==> src/sv/tcw_pkg.sv <==
`default_nettype none
package tcw_pkg;

  localparam int SCREEN_COLUMNS = 80;
  localparam int SCREEN_ROWS    = 25;
  localparam int CELL_COUNT     = SCREEN_COLUMNS * SCREEN_ROWS;

  localparam int ADDR_W  = 11;
  localparam int COL_W   = $clog2(SCREEN_COLUMNS);
  localparam int ROW_W   = $clog2(SCREEN_ROWS);
  localparam int CHAR_W  = 8;
  localparam int COLOR_W = 8;
  localparam int CELL_W  = COLOR_W + CHAR_W;
  localparam int MODE_W  = 2;

  localparam logic [CHAR_W-1:0]  NEWLINE_CODE     = 8'd10;
  localparam logic [COLOR_W-1:0] TEXT_COLOR_RESET = 8'h0F;

  localparam int PADDR_W = 3;
  localparam int PDATA_W = 32;
  localparam logic [PADDR_W-3:0] REG_TEXT_COLOR = '0;

  typedef enum logic [MODE_W-1:0] {
    MODE_PUT   = 2'd0,
    MODE_CLEAR = 2'd1,
    MODE_READ  = 2'd2
  } mode_t;

  typedef enum logic [2:0] {
    ST_INIT,
    ST_IDLE,
    ST_SCROLL,
    ST_TAIL,
    ST_FILL,
    ST_DONE
  } state_t;

  typedef enum logic [1:0] {
    PTR_FIRST_ROW,
    PTR_SECOND_ROW,
    PTR_LAST_ROW
  } ptr_sel_t;

  typedef struct packed {
    logic     take;
    logic     ptr_load;
    ptr_sel_t ptr_sel;
    logic     copy_step;
    logic     fill_step;
    logic     fill_blank;
    logic     out_load;
  } ctrl_cmd_t;

  typedef struct packed {
    logic ptr_last;
    logic need_scroll;
    logic out_free;
  } dp_stat_t;

endpackage
`default_nettype wire

==> src/sv/tcw_ctrl.sv <==
`default_nettype none
module tcw_ctrl import tcw_pkg::*; (
  input  wire logic              clk,
  input  wire logic              rst_n,
  input  wire logic              in_valid,
  input  wire logic [MODE_W-1:0] in_mode,
  output logic                   in_ready,
  input  wire dp_stat_t          stat,
  output ctrl_cmd_t              cmd
);

  state_t state_r, state_nxt;
  mode_t  mode;

  assign mode = mode_t'(in_mode);

  always_ff @(posedge clk) begin
    if (!rst_n) begin
      state_r <= ST_INIT;
    end else begin
      state_r <= state_nxt;
    end
  end

  always_comb begin
    state_nxt = state_r;
    unique case (state_r)
      ST_INIT: begin
        if (stat.ptr_last) state_nxt = ST_IDLE;
      end
      ST_IDLE: begin
        if (in_valid) begin
          unique case (mode)
            MODE_PUT:   state_nxt = stat.need_scroll ? ST_SCROLL : ST_DONE;
            MODE_CLEAR: state_nxt = ST_FILL;
            MODE_READ:  state_nxt = ST_DONE;
            default:    state_nxt = ST_DONE;
          endcase
        end
      end
      ST_SCROLL: begin
        if (stat.ptr_last) state_nxt = ST_TAIL;
      end
      ST_TAIL: state_nxt = ST_FILL;
      ST_FILL: begin
        if (stat.ptr_last) state_nxt = ST_DONE;
      end
      ST_DONE: begin
        if (stat.out_free) state_nxt = ST_IDLE;
      end
      default: state_nxt = ST_INIT;
    endcase
  end

  always_comb begin
    in_ready       = 1'b0;
    cmd            = '0;
    cmd.ptr_sel    = PTR_FIRST_ROW;
    unique case (state_r)
      ST_INIT: begin
        cmd.fill_step = 1'b1;
      end
      ST_IDLE: begin
        in_ready = 1'b1;
        cmd.take = in_valid;
        if (in_valid && mode == MODE_PUT && stat.need_scroll) begin
          cmd.ptr_load = 1'b1;
          cmd.ptr_sel  = PTR_SECOND_ROW;
        end
        if (in_valid && mode == MODE_CLEAR) begin
          cmd.ptr_load = 1'b1;
          cmd.ptr_sel  = PTR_FIRST_ROW;
        end
      end
      ST_SCROLL: begin
        cmd.copy_step = 1'b1;
      end
      ST_TAIL: begin
        // last copied cell lands this cycle; aim at the bottom row
        cmd.ptr_load = 1'b1;
        cmd.ptr_sel  = PTR_LAST_ROW;
      end
      ST_FILL: begin
        cmd.fill_step  = 1'b1;
        cmd.fill_blank = 1'b1;
      end
      ST_DONE: begin
        cmd.out_load = stat.out_free;
      end
      default: ;
    endcase
  end

endmodule
`default_nettype wire

==> config.mk <==
export PLATFORM = sky130hd
export DESIGN_NAME = tcw_ctrl
export DESIGN_NICKNAME = d
export VERILOG_FILES = /design/src/sv/tcw_pkg.sv /design/src/sv/tcw_ctrl.sv
export SDC_FILE = /design/constraint.sdc
export NUM_CORES = 1
export LEC_CHECK = 0
export BUFFER_PORTS_ARGS = -buffer_cell sky130_fd_sc_hd__buf_2
export CAP_MARGIN = 20
export CORE_AREA = 3 3 40 42
export DETAILED_ROUTE_END_ITERATION = 16
export DIE_AREA = 0 0 43 45
export PLACE_DENSITY = 0.52
export SYNTH_ARGS = -nofsm -noshare
export SYNTH_HDL_FRONTEND = slang
export SYNTH_SLANG_ARGS = --single-unit
==> constraint.sdc <==
create_clock -name clk -period 1.3 [get_ports clk]
set_clock_uncertainty 0.1 [all_clocks]
set_input_delay 0 -clock clk [delete_from_list [all_inputs] [get_ports clk]]
set_output_delay 0 -clock clk [all_outputs]
set_load 0.01 [all_outputs]
==> results of run 1 <==
[layer usage]
metal / wire, um / track usage, %
met2: 315 / 12.0
met4: 0 / 3.61
met3: 91 / 3.19
met1: 310 / 11.1
met5: 0 / 0
[kinds of logic (layout without fill, tap and decap cells)]
family                 after synthesis  in the layout  share of synthesized area [%]
flip-flops                           3              3                           24.0
AND/OR/NAND/NOR                     15             15                           39.0
AO/OA/AOI/OAI                       11             11                           31.0
buffers and inverters                4             29                           6.00
[what timing repair did]
item / 4_1_cts / 5_1_grt
setup buffers: 1 / 0
endpoints found under the hold margin: 3 / 0
pin swaps: 2 / 0
gates resized for setup: 3 / 1
hold buffers: 3 / 0
gates cloned: 0 / 0
setup endpoints to repair: 3 / 3
[final timing paths]
path                              to  slack, ns  depth (start not counted)
max                           cmd[6]      -0.05                          4
min          state_r[0]$_SDFFE_PN0P_       0.09                          4
min reg2reg  state_r[1]$_SDFFE_PN0P_       0.50                          2
max reg2reg  state_r[1]$_SDFFE_PN0P_       0.13                          4
[metrics by stage]
step / hold WS [ns] / TNS [ns]
3_3_place_gp: 0.200 / 0
6_report: 0.0867 / -0.0710
3_5_place_dp: 0.206 / 0
2_1_floorplan: 0.0211 / 0
5_1_grt: 0.109 / -0.229
4_1_cts: 0.0796 / -0.0922
[power breakdown]
part	leakage, uW	switching, uW	internal (uW)
Combinational	0.000182	64.3	70.4
Clock	0.0000150	43.4	115
Sequential	0.0000253	5.93	101
[critical path: stages (launching register included)]
cell,delay [ns]
dfxtp_2,0.31
nand2b_4,0.13
or3_4,0.33
o21bai_1,0.12
buf_2,0.14
[synth_stat cells]
| library cell | number | area, um^2 |
|---|---|---|
| a211oi_1 | 2 | 15.0 |
| a21o_1 | 1 | 7.51 |
| and2_1 | 1 | 6.26 |
| and3b_1 | 1 | 8.76 |
| clkbuf_1 | 2 | 7.51 |
| dfxtp_1 | 3 | 60.1 |
| inv_1 | 2 | 7.51 |
| nand2_1 | 1 | 3.75 |
| nand2b_1 | 2 | 12.5 |
| nor2_1 | 4 | 15.0 |
| nor2b_1 | 1 | 6.26 |
| nor3b_1 | 2 | 15.0 |
| nor3b_2 | 1 | 12.5 |
| o2111ai_1 | 1 | 8.76 |
| o211ai_1 | 1 | 7.51 |
| o21ai_0 | 3 | 15.0 |
| o21bai_1 | 2 | 15.0 |
| o31a_1 | 1 | 8.76 |
| or3_1 | 1 | 6.26 |
| or3b_4 | 1 | 11.3 |
[cell type report]
cell class	instances	area, um^2
clock buffers	4	26.3
fillers	143	842
inverters	2	7.51
multi-input cells	26	188
flip-flops and latches	3	62.6
well taps	15	18.8
repair buffers	23	140
[layout by cell type (no fill, tap or decap), drive strengths merged, types with 2 or more instances in the layout]
master / netlist / routed
nand2b: 2 / 2
a211oi: 2 / 2
nor3b: 3 / 3
o21ai: 3 / 3
dlygate4sd3: 0 / 3
nor2: 4 / 4
dfxtp: 3 / 3
clkbuf: 2 / 4
o21bai: 2 / 2
buf: 0 / 20
inv: 2 / 2
==> impl_results.html, run 1 <==
<table>
<tr><th>Metric</th><th>Value</th></tr>
<tr><th colspan="2">CTS</th></tr>
<tr><td>Clk sink count</td><td>3</td></tr>
<tr><td>Skew-Pair Late Insertion Delay</td><td>0.23 ns</td></tr>
<tr><td>Clock tree from TritonCTS</td><td>built</td></tr>
<tr><td>Clock slew at reported path FFs</td><td>0.03 ns</td></tr>
<tr><td>Total CTS buffers</td><td>3</td></tr>
<tr><td>CTS root buf</td><td>clkbuf_4</td></tr>
<tr><td>Maximum root-to-sink buffer count</td><td>2</td></tr>
<tr><td># H-tree levels</td><td>1</td></tr>
<tr><th colspan="2">Synth</th></tr>
<tr><td>Distinct cell type count of the synthesized netlist</td><td>20</td></tr>
<tr><td>Cells after synthesis</td><td>33</td></tr>
<tr><td>Sequential cell area fraction in the yosys report</td><td>24.0%</td></tr>
<tr><td>Syn_area_per_cell</td><td>7.58 um^2</td></tr>
<tr><td>Mapped cell area</td><td>250 um^2</td></tr>
<tr><td>Syn_nets</td><td>41</td></tr>
<tr><td>Ys Warns</td><td>0</td></tr>
<tr><td>Register bit total from synthesis</td><td>3</td></tr>
<tr><th colspan="2">Place</th></tr>
<tr><td>Total placed cells including tap cells</td><td>65</td></tr>
<tr><td>Number of port buffers</td><td>16</td></tr>
<tr><td>Area after detailed placement</td><td>364 um^2</td></tr>
<tr><td>GPL Wtd Cong</td><td>0.752</td></tr>
<tr><td>Place WS</td><td>0.0801 ns</td></tr>
<tr><td>Detailed placement HPWL</td><td>558 um</td></tr>
<tr><th colspan="2">Pwr</th></tr>
<tr><td>Peak VDD IR</td><td>313 uV</td></tr>
<tr><td>Leakage Power</td><td>0.000222 uW</td></tr>
<tr><td>Total Power Consumption</td><td>400 uW</td></tr>
<tr><td>Power per standard cell area</td><td>904 nW/um^2</td></tr>
<tr><th colspan="2">Finish</th></tr>
<tr><td>Post-route design area</td><td>443 um^2</td></tr>
<tr><td>Max FFs per register</td><td>3</td></tr>
<tr><td>Fraction of final layout cells sized beyond drive strength 1</td><td>50.0%</td></tr>
<tr><td>Diode count</td><td>0</td></tr>
<tr><td>Area growth from synthesis to layout</td><td>77.0%</td></tr>
<tr><td>Register bank with the most flops</td><td>state_r</td></tr>
<tr><td>Layout net count</td><td>67</td></tr>
<tr><td>Regs by FF count</td><td>state_r: 3 flops</td></tr>
<tr><td>Post-Route Utilization</td><td>34.5%</td></tr>
<tr><td>Count of placed standard cells in the final layout, fillers left out</td><td>73</td></tr>
<tr><th colspan="2">STA</th></tr>
<tr><td>Max Slew Vio Count</td><td>0</td></tr>
<tr><td>Shortest period the worst path allows</td><td>1.35 ns</td></tr>
<tr><td>Hold Vio Cnt, Final</td><td>0</td></tr>
<tr><td>Slew at the pin with the worst max-slew slack</td><td>0.237 ns</td></tr>
<tr><td>Finish-stage setup viols</td><td>2</td></tr>
<tr><td>Final clock period utilization by the worst path</td><td>104%</td></tr>
<tr><td>Relative max-transition margin</td><td>84.1%</td></tr>
<tr><td>Setup WS post-layout</td><td>-0.0528 ns</td></tr>
<tr><td>Highest Clock Rate</td><td>739 MHz</td></tr>
<tr><td>Unrepaired setup endpoints after global routing</td><td>yes</td></tr>
<tr><th colspan="2">Outcome</th></tr>
<tr><td>Outcome</td><td>complete, but fails checks</td></tr>
<tr><td>Violated checks</td><td>setup timing</td></tr>
<tr><th colspan="2">Floorplan</th></tr>
<tr><td>Row cnt</td><td>13</td></tr>
<tr><td>I/O pin count</td><td>17</td></tr>
<tr><td>Core region area</td><td>1280 um^2</td></tr>
<tr><td>Die X-Extent</td><td>43 um</td></tr>
<tr><td>Initial Utilization</td><td>19.5%</td></tr>
<tr><td>Overall die height</td><td>45 um</td></tr>
<tr><td>Full die area</td><td>1940 um^2</td></tr>
<tr><th colspan="2">Min path</th></tr>
<tr><td>Hold_sp</td><td>in_valid</td></tr>
<tr><td>Hold/Removal Path Class</td><td>input port to flop</td></tr>
<tr><th colspan="2">Setup path</th></tr>
<tr><td>Beginning of the worst register-to-register path</td><td>state_r[1]$_SDFFE_PN0P_</td></tr>
<tr><td>Type of element launching the critical path</td><td>flop</td></tr>
<tr><td>Crit Path Class</td><td>flop to primary output</td></tr>
<tr><td>CP Data Required Time</td><td>1.20 ns</td></tr>
<tr><td>Critical Path End Type</td><td>primary output</td></tr>
<tr><td>Max FO, Critical Path</td><td>3</td></tr>
<tr><td>Setup crit start</td><td>state_r[1]$_SDFFE_PN0P_</td></tr>
<tr><td>Crit path DAT</td><td>1.25 ns</td></tr>
<tr><th colspan="2">Route</th></tr>
<tr><td>First-iteration detailed-routing DRC count</td><td>8</td></tr>
<tr><td>Wire length after detailed routing</td><td>716 um</td></tr>
<tr><td>Routed via count divided by cell count</td><td>4.53</td></tr>
<tr><td>Count of vias placed by the detailed router</td><td>331</td></tr>
<tr><td>Per-cell routed wire length</td><td>9.81 um</td></tr>
<tr><td>Detail Route Antenna Nets</td><td>0</td></tr>
<tr><td>Number of remaining DRC errors</td><td>0</td></tr>
<tr><td>Drt first pass iters</td><td>4</td></tr>
<tr><th colspan="2">Global route</th></tr>
<tr><td>Maximum number of pins on one net before global-route repair</td><td>13</td></tr>
<tr><td>Leftover overflow at the end of global routing</td><td>0</td></tr>
<tr><td>Via count of the first global-routing pass</td><td>269</td></tr>
<tr><td>Global-route wire length before repair</td><td>1.18 mm</td></tr>
<tr><td>GRT Overall Usage</td><td>8.32%</td></tr>
<tr><td>Antenna violations before repair</td><td>0</td></tr>
<tr><th colspan="2">Job</th></tr>
<tr><td>Max-capacitance violation count</td><td>0</td></tr>
</table>
(Power assumes the default switching activity.)
==> run 2, diff against run 1 <==
- BUFFER_PORTS_ARGS: -buffer_cell sky130_fd_sc_hd__buf_2 -> -buffer_cell sky130_fd_sc_hd__buf_4
==> run 2 against run 1 <==
The run still ends with setup timing left. Sequential share of layout area decreased by 1.4 points. Power increased by 4.4%. Worst setup slack got worse by 0.0072 ns. Critical path type unchanged. Largest power group unchanged.
==> impl_results.html, run 2 (synthesis gave the netlist of run 1 again) <==
<table>
<tr><th>Metric</th><th>Value</th></tr>
<tr><th colspan="2">CTS</th></tr>
<tr><td>Maximum root-to-sink buffer count</td><td>2</td></tr>
<tr><td>Clock slew at reported path FFs</td><td>0.04 ns</td></tr>
<tr><td>CTS root buf</td><td>clkbuf_4</td></tr>
<tr><td>Clk sink count</td><td>3</td></tr>
<tr><td>Total CTS buffers</td><td>3</td></tr>
<tr><td>Skew-Pair Late Insertion Delay</td><td>0.23 ns</td></tr>
<tr><td># H-tree levels</td><td>1</td></tr>
<tr><td>Clock tree from TritonCTS</td><td>built</td></tr>
<tr><th colspan="2">Global route</th></tr>
<tr><td>Met3 GRT Util</td><td>2.39%</td></tr>
<tr><td>Antenna violations before repair</td><td>0</td></tr>
<tr><td>Via count of the first global-routing pass</td><td>288</td></tr>
<tr><td>Met1 Use GR</td><td>10.6%</td></tr>
<tr><td>Global-route wire length before repair</td><td>1.23 mm</td></tr>
<tr><td>GRT Overall Usage</td><td>8.32%</td></tr>
<tr><td>Grt peak-use layer</td><td>met2</td></tr>
<tr><td>Maximum number of pins on one net before global-route repair</td><td>11</td></tr>
<tr><td>Leftover overflow at the end of global routing</td><td>0</td></tr>
<tr><td>Met2 usage</td><td>13.2%</td></tr>
<tr><th colspan="2">Place</th></tr>
<tr><td>GPL Wtd Cong</td><td>0.747</td></tr>
<tr><td>Total placed cells including tap cells</td><td>65</td></tr>
<tr><td>Number of port buffers</td><td>16</td></tr>
<tr><th colspan="2">Finish</th></tr>
<tr><td>Most frequent standard cell in the layout excluding fill and tap cells</td><td>buf_4</td></tr>
<tr><td>Area growth from synthesis to layout</td><td>92.5%</td></tr>
<tr><td>Layout net count</td><td>67</td></tr>
<tr><td>Register bank with the most flops</td><td>state_r</td></tr>
<tr><td>Commonest cells after routing, fill and taps aside</td><td>buf_4 (20), nor2_1 (4), o21ai_0 (3), clkbuf_4 (3), dlygate4sd3_1 (3)</td></tr>
<tr><td>Regs by FF count</td><td>state_r: 3 flops</td></tr>
<tr><td>Fraction of final layout cells sized beyond drive strength 1</td><td>48.3%</td></tr>
<tr><td>Diode count</td><td>0</td></tr>
<tr><td>Max FFs per register</td><td>3</td></tr>
<tr><td>Count of placed standard cells in the final layout, fillers left out</td><td>73</td></tr>
<tr><th colspan="2">STA</th></tr>
<tr><td>Shortest period the worst path allows</td><td>1.36 ns</td></tr>
<tr><td>Max Slew Vio Count</td><td>0</td></tr>
<tr><td>Slew at the pin with the worst max-slew slack</td><td>0.241 ns</td></tr>
<tr><td>Highest Clock Rate</td><td>735 MHz</td></tr>
<tr><td>Finish-stage setup viols</td><td>2</td></tr>
<tr><td>Unrepaired setup endpoints after global routing</td><td>yes</td></tr>
<tr><td>Final clock period utilization by the worst path</td><td>105%</td></tr>
<tr><td>Relative max-transition margin</td><td>83.9%</td></tr>
<tr><td>Setup WS post-layout</td><td>-0.0600 ns</td></tr>
<tr><td>Worst Hold Slack</td><td>0.0488 ns</td></tr>
<tr><td>Hold Vio Cnt, Final</td><td>0</td></tr>
<tr><th colspan="2">Floorplan</th></tr>
<tr><td>I/O pin count</td><td>17</td></tr>
<tr><td>Core region area</td><td>1280 um^2</td></tr>
<tr><td>Row cnt</td><td>13</td></tr>
<tr><td>Full die area</td><td>1940 um^2</td></tr>
<tr><td>Initial Utilization</td><td>19.5%</td></tr>
<tr><td>Die X-Extent</td><td>43 um</td></tr>
<tr><td>Overall die height</td><td>45 um</td></tr>
<tr><th colspan="2">Setup path</th></tr>
<tr><td>Critical Path Max Stage Delay</td><td>0.33 ns</td></tr>
<tr><td>Top delay family on crit path</td><td>simple AND/OR/NAND/NOR gates</td></tr>
<tr><td>Type of element launching the critical path</td><td>flop</td></tr>
<tr><td>Sequence of cells on the critical path</td><td>nand2b_4 &gt; or3_4 &gt; o21bai_1 &gt; buf_4</td></tr>
<tr><td>CP Data Required Time</td><td>1.20 ns</td></tr>
<tr><td>Crit Path Class</td><td>flop to primary output</td></tr>
<tr><td>Critical Path End Type</td><td>primary output</td></tr>
<tr><td>Max FO, Critical Path</td><td>3</td></tr>
<tr><td>Combined buffer and inverter count along the critical path</td><td>1</td></tr>
<tr><td>Crit path DAT</td><td>1.26 ns</td></tr>
<tr><td>Standard cell with the maximum stage delay on the critical path</td><td>or3_4</td></tr>
<tr><th colspan="2">Outcome</th></tr>
<tr><td>Violated checks</td><td>setup timing</td></tr>
<tr><td>Outcome</td><td>complete, but fails checks</td></tr>
<tr><th colspan="2">Route</th></tr>
<tr><td>First-iteration detailed-routing DRC count</td><td>6</td></tr>
<tr><td>Routed via count divided by cell count</td><td>4.40</td></tr>
<tr><td>Wire length after detailed routing</td><td>756 um</td></tr>
<tr><td>Per-cell routed wire length</td><td>10.4 um</td></tr>
<tr><td>Number of remaining DRC errors</td><td>0</td></tr>
<tr><td>Detail Route Antenna Nets</td><td>0</td></tr>
<tr><td>Count of vias placed by the detailed router</td><td>321</td></tr>
<tr><td>Drt first pass iters</td><td>2</td></tr>
<tr><th colspan="2">Job</th></tr>
<tr><td>Max-capacitance violation count</td><td>0</td></tr>
<tr><th colspan="2">Pwr</th></tr>
<tr><td>Power per standard cell area</td><td>867 nW/um^2</td></tr>
<tr><td>Leakage Power</td><td>0.000229 uW</td></tr>
<tr><td>Total Power Consumption</td><td>418 uW</td></tr>
<tr><td>Peak VDD IR</td><td>343 uV</td></tr>
<tr><th colspan="2">Min path</th></tr>
<tr><td>Hold/Removal Path Class</td><td>input port to flop</td></tr>
</table>
==> run 2: changes by cell type in the layout (fill, tap and decap cells not counted) <==
cell / previous run / this run
buf_2: 16 / 0
buf_4: 4 / 20
dfxtp_1: 1 / 2
dfxtp_2: 2 / 1
==> run 2: path summary, 6_finish.rpt <==
check                                             start  slack, ns  cells past startpoint                 endpoint
worst max-delay path            state_r[1]$_SDFFE_PN0P_      -0.06                      4                   cmd[6]
worst min-delay path                           in_valid       0.05                      3  state_r[2]$_SDFFE_PN0P_
worst max register to register  state_r[1]$_SDFFE_PN0P_       0.13                      4  state_r[1]$_SDFFE_PN0P_
worst min register to register  state_r[2]$_SDFFE_PN0P_       0.54                      2  state_r[2]$_SDFFE_PN0P_
==> run 2: per-stage QoR <==
| step | util (%) | cell area (um^2) | setup slack, ns | TNS (ns) |
|---|---|---|---|---|
| 6_report | 37.5 | 482 | -0.0600 | -0.0791 |
| 5_1_grt | 37.5 | 482 | -0.137 | -0.261 |
| 4_1_cts | 37.4 | 480 | -0.0719 | -0.0963 |
| 3_5_place_dp | 31.5 | 404 | 0.0864 | 0 |
| 3_3_place_gp | 31.5 | 404 | 0.113 | 0 |
| 2_1_floorplan | - | 250 | 0.0970 | 0 |
==> run 2: final cells by class <==
| class | instances | area [um^2] |
|---|---|---|
| fill | 134 | 803 |
| tap | 15 | 18.8 |
| timing repair buffer | 23 | 180 |
| inverter | 2 | 7.51 |
| sequential | 3 | 61.3 |
| clock buffer | 4 | 26.3 |
| multi-input combinational | 26 | 188 |
==> run 2: power breakdown <==
part / internal [uW] / switching, uW / total [uW]
logic: 85.3 / 63.2 / 148
registers: 100 / 7.69 / 108
clock network: 115 / 46.3 / 161
==> run 2: tightest hold or removal path: stages <==
cell      delay [ns]
buf_4           0.08
a211oi_1        0.05
a211oi_1        0.18
==> run 2: what timing repair did <==
action | in CTS | in global routing
hold endpoints to repair | 3 | 0
hold buffers | 3 | 0
resized for setup | 2 | 1
pin swaps | 2 | 0
buffers inserted | 1 | 0
endpoints found under the setup margin | 3 | 4
==> run 2: metal layers <==
layer  share of wire [%]  vias up
met3                  11        0
met4                   0        0
met1                  43      140
li1                    -      168
met5                   0        -
met2                  45       13
==> run 3, diff against run 2 <==
- SKIP_LAST_GASP: not set -> 1
==> run 3 against run 2 <==
The run still ends with setup timing left. Worst setup slack better by 0.0027 ns. Global-route usage stayed put. First-iteration DRC count stayed put. Sequential share of layout area is 0.23 points lower. Count of clock-buffer cells in the layout stayed put. Clock power hardly changed. Register-to-register slack hardly changed. Critical path depth stayed put. Wire length stayed put. Power hardly changed. Largest cell class unchanged.
==> impl_results.html, run 3 (synthesis gave the netlist of run 1 again) <==
<table>
<tr><th>Metric</th><th>Value</th></tr>
<tr><th colspan="2">Setup path</th></tr>
<tr><td>R2r endpoint</td><td>state_r[1]$_SDFFE_PN0P_</td></tr>
<tr><td>Beginning of the worst register-to-register path</td><td>state_r[1]$_SDFFE_PN0P_</td></tr>
<tr><td>Setup slack of the most critical reg-to-reg path</td><td>0.14 ns</td></tr>
<tr><td>CP Data Required Time</td><td>1.20 ns</td></tr>
<tr><td>Type of element launching the critical path</td><td>flop</td></tr>
<tr><td>Max FO, Critical Path</td><td>3</td></tr>
<tr><td>Crit path DAT</td><td>1.26 ns</td></tr>
<tr><td>Crit Path Class</td><td>flop to primary output</td></tr>
<tr><td>Reg2Reg Depth</td><td>4</td></tr>
<tr><td>Critical Path End Type</td><td>primary output</td></tr>
<tr><th colspan="2">CTS</th></tr>
<tr><td>Maximum root-to-sink buffer count</td><td>2</td></tr>
<tr><td>Clock tree from TritonCTS</td><td>built</td></tr>
<tr><td># H-tree levels</td><td>1</td></tr>
<tr><td>CTS root buf</td><td>clkbuf_4</td></tr>
<tr><td>Skew-Pair Late Insertion Delay</td><td>0.23 ns</td></tr>
<tr><td>Total CTS buffers</td><td>3</td></tr>
<tr><td>Clk sink count</td><td>3</td></tr>
<tr><td>Clock slew at reported path FFs</td><td>0.04 ns</td></tr>
<tr><th colspan="2">Finish</th></tr>
<tr><td>Count of placed standard cells in the final layout, fillers left out</td><td>73</td></tr>
<tr><td>Post-route design area</td><td>480 um^2</td></tr>
<tr><td>Layout net count</td><td>67</td></tr>
<tr><td>Filler cells</td><td>133</td></tr>
<tr><td>Most frequent standard cell in the layout excluding fill and tap cells</td><td>buf_4</td></tr>
<tr><td>Area growth from synthesis to layout</td><td>92.0%</td></tr>
<tr><td>Diode count</td><td>0</td></tr>
<tr><td>Register bank with the most flops</td><td>state_r</td></tr>
<tr><td>Commonest cells after routing, fill and taps aside</td><td>buf_4 (20), nor2_1 (4)</td></tr>
<tr><td>Post-Route Utilization</td><td>37.4%</td></tr>
<tr><td>Regs by FF count</td><td>state_r: 3 flops</td></tr>
<tr><td>Fraction of final layout cells sized beyond drive strength 1</td><td>46.6%</td></tr>
<tr><td>Max FFs per register</td><td>3</td></tr>
<tr><th colspan="2">STA</th></tr>
<tr><td>Shortest period the worst path allows</td><td>1.36 ns</td></tr>
<tr><td>Post-Route Setup TNS</td><td>-0.0737 ns</td></tr>
<tr><td>Highest Clock Rate</td><td>737 MHz</td></tr>
<tr><td>Relative max-transition margin</td><td>83.9%</td></tr>
<tr><td>Unrepaired setup endpoints after global routing</td><td>yes</td></tr>
<tr><td>Finish-stage setup viols</td><td>2</td></tr>
<tr><td>Final clock period utilization by the worst path</td><td>104%</td></tr>
<tr><td>Max Slew Vio Count</td><td>0</td></tr>
<tr><td>Setup WS post-layout</td><td>-0.0573 ns</td></tr>
<tr><td>Slew at the pin with the worst max-slew slack</td><td>0.241 ns</td></tr>
<tr><td>Hold Vio Cnt, Final</td><td>0</td></tr>
<tr><th colspan="2">Pwr</th></tr>
<tr><td>Peak VDD IR</td><td>351 uV</td></tr>
<tr><td>Combinational share of power</td><td>35.5%</td></tr>
<tr><td>Leakage Power</td><td>0.000229 uW</td></tr>
<tr><td>Clock share of power</td><td>38.6%</td></tr>
<tr><td>Internal power</td><td>301 uW</td></tr>
<tr><td>Power per standard cell area</td><td>869 nW/um^2</td></tr>
<tr><td>Power share of the sequential group</td><td>25.9%</td></tr>
<tr><td>Total Power Consumption</td><td>418 uW</td></tr>
<tr><td>Switching Share</td><td>28.1%</td></tr>
<tr><td>Net Sw Power</td><td>117 uW</td></tr>
<tr><th colspan="2">Floorplan</th></tr>
<tr><td>Core region area</td><td>1280 um^2</td></tr>
<tr><td>I/O pin count</td><td>17</td></tr>
<tr><td>Full die area</td><td>1940 um^2</td></tr>
<tr><td>Overall die height</td><td>45 um</td></tr>
<tr><td>Die X-Extent</td><td>43 um</td></tr>
<tr><td>Initial Utilization</td><td>19.5%</td></tr>
<tr><td>Row cnt</td><td>13</td></tr>
<tr><th colspan="2">Route</th></tr>
<tr><td>Number of remaining DRC errors</td><td>0</td></tr>
<tr><td>First-iteration detailed-routing DRC count</td><td>6</td></tr>
<tr><td>Detail Route Antenna Nets</td><td>0</td></tr>
<tr><td>Wire length after detailed routing</td><td>756 um</td></tr>
<tr><td>Routed via count divided by cell count</td><td>4.40</td></tr>
<tr><td>Count of vias placed by the detailed router</td><td>321</td></tr>
<tr><td>Drt first pass iters</td><td>2</td></tr>
<tr><td>Per-cell routed wire length</td><td>10.4 um</td></tr>
<tr><th colspan="2">Outcome</th></tr>
<tr><td>Outcome</td><td>complete, but fails checks</td></tr>
<tr><td>Violated checks</td><td>setup timing</td></tr>
<tr><th colspan="2">Place</th></tr>
<tr><td>Total placed cells including tap cells</td><td>65</td></tr>
<tr><td>Number of port buffers</td><td>16</td></tr>
<tr><td>Area after detailed placement</td><td>404 um^2</td></tr>
<tr><td>GPL Wtd Cong</td><td>0.747</td></tr>
<tr><th colspan="2">Global route</th></tr>
<tr><td>Global-route wire length before repair</td><td>1.23 mm</td></tr>
<tr><td>Maximum number of pins on one net before global-route repair</td><td>11</td></tr>
<tr><td>Antenna violations before repair</td><td>0</td></tr>
<tr><td>Leftover overflow at the end of global routing</td><td>0</td></tr>
<tr><td>Via count of the first global-routing pass</td><td>288</td></tr>
<tr><td>GRT Overall Usage</td><td>8.32%</td></tr>
<tr><th colspan="2">Min path</th></tr>
<tr><td>Hold Crit Endpoint</td><td>state_r[2]$_SDFFE_PN0P_</td></tr>
<tr><td>Hold/Removal Path Class</td><td>input port to flop</td></tr>
<tr><td>Hold_sp</td><td>in_valid</td></tr>
<tr><td>Hold Path Cell Cnt</td><td>3</td></tr>
<tr><th colspan="2">Job</th></tr>
<tr><td>Max-capacitance violation count</td><td>0</td></tr>
</table>
==> run 3: per-layer routing <==
metal	share of wire [%]	vias up	GRT usage, %
met4	0	0	3.61
met2	45	13	13.2
met1	43	140	10.6
li1	-	168	-
met5	0	-	0
met3	11	0	2.39
==> run 3: power groups by stage <==
stage          clock (uW)  combinational [uW]  sequential [uW]
3_5_place_dp            0                 131              107
6_report              161                 148              108
2_1_floorplan           0                67.2              105
4_1_cts               169                 150              108
3_3_place_gp            0                 131              107
5_1_grt               178                 165              109
==> run 3: worst max path at each step <==
stage	depth (start not counted)	endpoint	slack, ns	from
6_report	4	cmd[6]	-0.06	state_r[1]$_SDFFE_PN0P_
2_1_floorplan	3	cmd[6]	0.1	state_r[1]$_SDFFE_PN0P_
3_3_place_gp	4	cmd[6]	0.11	state_r[1]$_SDFFE_PN0P_
5_1_grt	4	cmd[6]	-0.14	state_r[1]$_SDFFE_PN0P_
4_1_cts	4	cmd[6]	-0.07	state_r[1]$_SDFFE_PN0P_
3_5_place_dp	4	cmd[6]	0.09	state_r[1]$_SDFFE_PN0P_
==> run 3: per-stage QoR <==
| step | hold slack, ns | setup WS [ns] |
|---|---|---|
| after global routing | 0.0762 | -0.140 |
| final | 0.0488 | -0.0573 |
| after floorplan | 0.0211 | 0.0970 |
| after detailed placement | 0.181 | 0.0864 |
| after CTS | 0.0691 | -0.0719 |
| after global placement | 0.180 | 0.113 |
==> run 3: layout make-up <==
type / instances / area, um^2 / share of cell area, %
Clock buffer: 4 / 26.3 / 5.47
Sequential cell: 3 / 60.1 / 12.5
Tap cell: 15 / 18.8 / 3.91
Multi-Input combinational cell: 26 / 188 / 39.1
Inverter: 2 / 7.51 / 1.56
Timing Repair Buffer: 23 / 180 / 37.5
==> run 3: critical path, cell delays in order (launching register included) <==
cell and delay [ns]:
dfxtp_1 0.30, nand2b_4 0.13, or3_4 0.33, o21bai_1 0.13, buf_4 0.13
==> run 3: what timing repair did <==
item                                    CTS  global route
buffers inserted                          1             0
resized for setup                         2             0
hold endpoints to repair                  3             0
endpoints found under the setup margin    3             4
hold buffers                              3             0
pin swaps                                 2             0
